## src/assert_macros.svh

```systemverilog
// Assertion macros shared by the predictor modules.
// Each macro expects clk_i and rst_ni in the scope where it is used.
`ifndef ASSERT_MACROS_SVH
`define ASSERT_MACROS_SVH

// Property that must hold at every clock edge outside reset.
`define MLP_ASSERT(label, prop, msg) \
  label: assert property (@(posedge clk_i) disable iff (!rst_ni) (prop)) else $error(msg);

// Condition in one cycle that implies a condition in the next cycle.
`define MLP_ASSERT_NEXT(label, pre, post, msg) \
  label: assert property (@(posedge clk_i) disable iff (!rst_ni) (pre) |=> (post)) \
    else $error(msg);

`endif

```

## src/mlp_pkg.sv

```systemverilog
// Shared types and fixed field widths for the Markov layer predictor.
// Used by mlp_argmax and markov_layer_predictor_core; depends on nothing.
`timescale 1ns / 1ps
`default_nettype none

package mlp_pkg;

  // Fixed widths of the word fields and of one transition count.
  localparam int unsigned EnterW = 5;
  localparam int unsigned PredW  = 6;
  localparam int unsigned SpanW  = 2;
  localparam int unsigned CountW = 32;

  // Sequencer states, one-hot.
  typedef enum logic [6:0] {
    ST_IDLE   = 7'b0000001,
    ST_CLEAR  = 7'b0000010,
    ST_INC_RD = 7'b0000100,
    ST_INC_WR = 7'b0001000,
    ST_SCAN   = 7'b0010000,
    ST_DRAIN  = 7'b0100000,
    ST_DONE   = 7'b1000000
  } state_e;

  // Control from the sequencer to the row scan unit.
  typedef struct packed {
    logic init;    // load the empty-row default and clear the running maximum
    logic sample;  // a count read from the row is on the data input
  } scan_ctrl_t;

endpackage

`default_nettype wire

```

## src/mlp_argmax.sv

```systemverilog
// Running maximum over the counts of one row, first maximum wins.
// Depends on mlp_pkg and assert_macros.svh.
`timescale 1ns / 1ps
`default_nettype none

`include "assert_macros.svh"

module mlp_argmax #(
  parameter int unsigned CW = 5,
  parameter int unsigned BW = 6
) (
  input  wire logic                       clk_i,
  input  wire logic                       rst_ni,
  input  wire mlp_pkg::scan_ctrl_t        ctrl_i,
  input  wire logic [BW-1:0]              init_best_i,
  input  wire logic [CW-1:0]              col_i,
  input  wire logic [mlp_pkg::CountW-1:0] count_i,
  output logic      [BW-1:0]              best_o
);

  logic [mlp_pkg::CountW-1:0] top_q, top_d;
  logic [BW-1:0]              best_q, best_d;
  logic                       take;

  // A strictly larger count takes over, so ties keep the lower column.
  assign take = ctrl_i.sample && !ctrl_i.init && (count_i > top_q);

  always_comb begin
    top_d  = top_q;
    best_d = best_q;
    if (ctrl_i.init) begin
      top_d  = '0;
      best_d = init_best_i;
    end else if (take) begin
      top_d  = count_i;
      best_d = BW'(col_i);
    end
  end

  always_ff @(posedge clk_i or negedge rst_ni) begin
    if (!rst_ni) begin
      top_q  <= '0;
      best_q <= '0;
    end else begin
      top_q  <= top_d;
      best_q <= best_d;
    end
  end

  assign best_o = best_q;

  `MLP_ASSERT_NEXT(a_new_max_taken, take, best_o == BW'($past(col_i)), "new maximum not taken")

endmodule

`default_nettype wire

```

## config.mk

```make
export PLATFORM = sky130hd
export DESIGN_NAME = mlp_argmax
export DESIGN_NICKNAME = d
export VERILOG_FILES = /design/src/mlp_pkg.sv /design/src/mlp_argmax.sv
export VERILOG_INCLUDE_DIRS = /design/src /design/src/src
export SDC_FILE = /design/constraint.sdc
export NUM_CORES = 1
export LEC_CHECK = 0
export BUFFER_PORTS_ARGS = -buffer_cell sky130_fd_sc_hd__buf_2
export CAP_MARGIN = 0
export CORE_MARGIN = 1.5
export CORE_UTILIZATION = 55
export DETAILED_ROUTE_END_ITERATION = 6
export GPL_TIMING_DRIVEN = 0
export PLACE_DENSITY = 0.79
export SLEW_MARGIN = 20
export SYNTH_ARGS = -nofsm -noshare
export SYNTH_HDL_FRONTEND = slang
export SYNTH_SLANG_ARGS = --single-unit
```

## constraint.sdc

```tcl
create_clock -name clk_i -period 2.48 [get_ports clk_i]
set_input_delay 0 -clock clk_i [delete_from_list [all_inputs] [get_ports clk_i]]
set_output_delay 0 -clock clk_i [all_outputs]
set_load 0.01 [all_outputs]
```

==> results.json <==
{
  "die_height_um": 72.7,
  "multi_input_comb_area_um2": 1450,
  "path_clk_slew_ns": 0.08,
  "power.static_leakage_uw": 0.00152,
  "timing.hold.worst_endpoint": "top_q[11]$_DFFE_PN0P_",
  "via_per_instance_ratio": 5.72,
  "number_of_enable_type_register_cells_in_the_synthesized_netlist": 0,
  "status": "complete, no violations",
  "antennaDiodeCount": 0,
  "route.antenna.remaining_nets": 0,
  "holdPathStages": 3,
  "flops_latches_synth": 38,
  "htree_levels": 2,
  "flow.area_growth_from_synthesis_pct": 30.3,
  "critical_path.max_fanout": 10,
  "min-delay-path-class": "input pin to flop",
  "setup.reg_to_reg.worst_slack_ns": 0.19,
  "report.final.slew_viol_count": 0,
  "final-seq-area_um2": 951,
  "fin_worst_skew_ns": 0.00591,
  "sink_count_of_the_clock_tree": 38,
  "fin_nets": 470,
  "min_period_over_period": 0.924,
  "via_count": 2547,
  "gpl.final_weighted_congestion": 0.779,
  "dr.pass1.iters": 4,
  "post_layout_total_power_uw": 1560,
  "timing.fmax_mhz": 436,
  "placementRows": 25,
  "synth_largest_type_area_fraction": 0.356,
  "tritoncts": "done",
  "synthMostInstantiatedCell": "sky130_fd_sc_hd__dfrtp_1",
  "final_wirelength_um": 6470,
  "synth.top_cells.by_count": "sky130_fd_sc_hd__dfrtp_1, sky130_fd_sc_hd__a21oi_1, sky130_fd_sc_hd__nand3_1",
  "placement.io_buffers": 51,
  "hold_ws_ns": 0.00932,
  "dominantRegCellSynth": "sky130_fd_sc_hd__dfrtp_1",
  "timing.final.crit_period_ns": 2.29,
  "worst_case_vdd_ir_drop_mv": 0.406,
  "synth_warnings": 0,
  "finalSetupViolCount": 0,
  "die_width_um": 72.7,
  "wire_per_inst_um": 14.5,
  "crit_reg_reg_endpoint": "top_q[13]$_DFFE_PN0P_",
  "synth-async-reset-ratio": 1.00,
  "postSynthCellCount": 293,
  "min_from": "count_i[11]",
  "worst_ep_arrival_time_ns": 2.44,
  "timing.critical_path.to_type": "flop",
  "rsz0062_at_grt": "false",
  "grt_first_pass_wirelength_um": 11200,
  "netlist_top_cells_area": "sky130_fd_sc_hd__dfrtp_1, sky130_fd_sc_hd__ha_1, sky130_fd_sc_hd__a21oi_1",
  "cts_bufs_inserted": 5,
  "initial_core_utilization": 0.569,
  "grt_start_max_net_pins": 39,
  "cts_max_path_buffers": 2,
  "post-synth-top-area-cell": "sky130_fd_sc_hd__dfrtp_1",
  "synth.distinct_cells": 36,
  "hpwl_um": 4310,
  "top_level_ports": 53,
  "global_route.overflow_total": 0,
  "worstReg2RegStart": "top_q[29]$_DFFE_PN0P_",
  "avgSynthCellArea_um2": 9.12,
  "grt_use_total": 0.270,
  "worst_r2r_path_depth": 9,
  "syn_nets": 372,
  "cts_root_buffer": "sky130_fd_sc_hd__clkbuf_8",
  "floorplan.die_area_um2": 5280,
  "power.density_nw_per_um2": 447,
  "vias_in_the_first_global_route": 2603,
  "filler_cell_count": 348,
  "drc_errors": 0,
  "timing.setup.critical_path_class": "flop to flop",
  "tns_ns": 0,
  "final_layout_size_suffix_gt1_frac": 0.253,
  "finalHoldViolCount": 0,
  "required_ns": 2.63,
  "insertion_delay_ns": 0.30,
  "worst_pin_slew_ns": 0.865,
  "antenna_found_initial": 0,
  "synth-seq-area-share": 0.356,
  "synth_area_um2": 2670,
  "critical_path.startpoint_type": "flop",
  "timing.max_cap.violations": 0,
  "design.core.area_um2": 4690,
  "initialDrtViolationCount": 168,
  "max_slew_margin": 0.423
}
## logic make-up after synthesis
logic type / count (synthesis) / share of synthesized area
AOI/OAI and AO/OA: 105 / 0.237
adders and majority gates: 32 / 0.150
buffers and inverters: 51 / 0.105
DFF: 38 / 0.356
and+or+nand+nor: 67 / 0.152
## report_power, final
group | switching, uW | internal, uW
combinational | 239 | 212
sequential | 25.4 | 666
clock | 220 | 194
total | 485 | 1070
## final cells by class
cell class | instances | share of cell area
well taps | 54 | 0.0194
repair buffers | 91 | 0.187
flip-flops and latches | 38 | 0.273
multi-input cells | 204 | 0.418
inverters | 33 | 0.0356
plain buffers | 18 | 0.0453
clock buffers | 7 | 0.0219
## registers in the layout (all words and copies together), names as in the netlist
name,flops
best_o,6
top_q,32
## cell usage in the layout (no fill, tap or decap), drive strengths merged, types with 6 or more instances in the layout
cell,instances
a21oi,47
a31oi,6
buf,68
clkbuf,10
dfrtp,38
dlygate4sd3,38
ha,32
inv,32
nand2,7
nand3,40
nand4,8
nor2,7
o21ai,43
## how the worst max path moves through the flow
stage,endpoint,startpoint,slack (ns),cells after the start
floorplan,top_q[11]$_DFFE_PN0P_,top_q[31]$_DFFE_PN0P_,0.42,10
global placement,top_q[16]$_DFFE_PN0P_,top_q[14]$_DFFE_PN0P_,0.16,10
detailed placement,top_q[5]$_DFFE_PN0P_,top_q[14]$_DFFE_PN0P_,0.10,10
CTS,top_q[11]$_DFFE_PN0P_,top_q[14]$_DFFE_PN0P_,0.07,10
global route,top_q[11]$_DFFE_PN0P_,top_q[12]$_DFFE_PN0P_,0.05,11
finish,top_q[13]$_DFFE_PN0P_,top_q[29]$_DFFE_PN0P_,0.19,9
## stage by stage
| stage | instance area, um^2 | worst slack, ns | utilization | std cells |
|---|---|---|---|---|
| CTS | 3450 | 0.0737 | 0.735 | 443 |
| floorplan | 2670 | 0.423 | - | 293 |
| detailed placement | 2990 | 0.102 | 0.638 | 398 |
| global placement | 2990 | 0.164 | 0.638 | 398 |
| finish | 3480 | 0.188 | 0.742 | 445 |
| global route | 3480 | 0.0521 | 0.742 | 445 |
## worst max-delay path, cell delays in order (launching register included)
cell	delay, ns
sky130_fd_sc_hd__dfrtp_1	0.35
sky130_fd_sc_hd__inv_1	0.04
sky130_fd_sc_hd__ha_1	0.32
sky130_fd_sc_hd__a21oi_1	0.17
sky130_fd_sc_hd__o21ai_0	0.11
sky130_fd_sc_hd__a21o_1	0.18
sky130_fd_sc_hd__o311a_2	0.48
sky130_fd_sc_hd__buf_4	0.21
sky130_fd_sc_hd__o21ai_1	0.18
sky130_fd_sc_hd__a21oi_2	0.07
## metal layers
| layer | global-route usage | wire length [um] |
|---|---|---|
| met5 | 0 | 0 |
| met4 | 0.0860 | 108 |
| met3 | 0.0539 | 313 |
| met2 | 0.472 | 3170 |
| met1 | 0.335 | 2880 |
## what timing repair did
item	in CTS	in global routing
hold endpoints to repair	70	0
endpoints found under the setup margin	0	30
resized for setup	0	2
hold buffers	38	0
buffers inserted	0	2
Power figures use the tool's default switching activity.
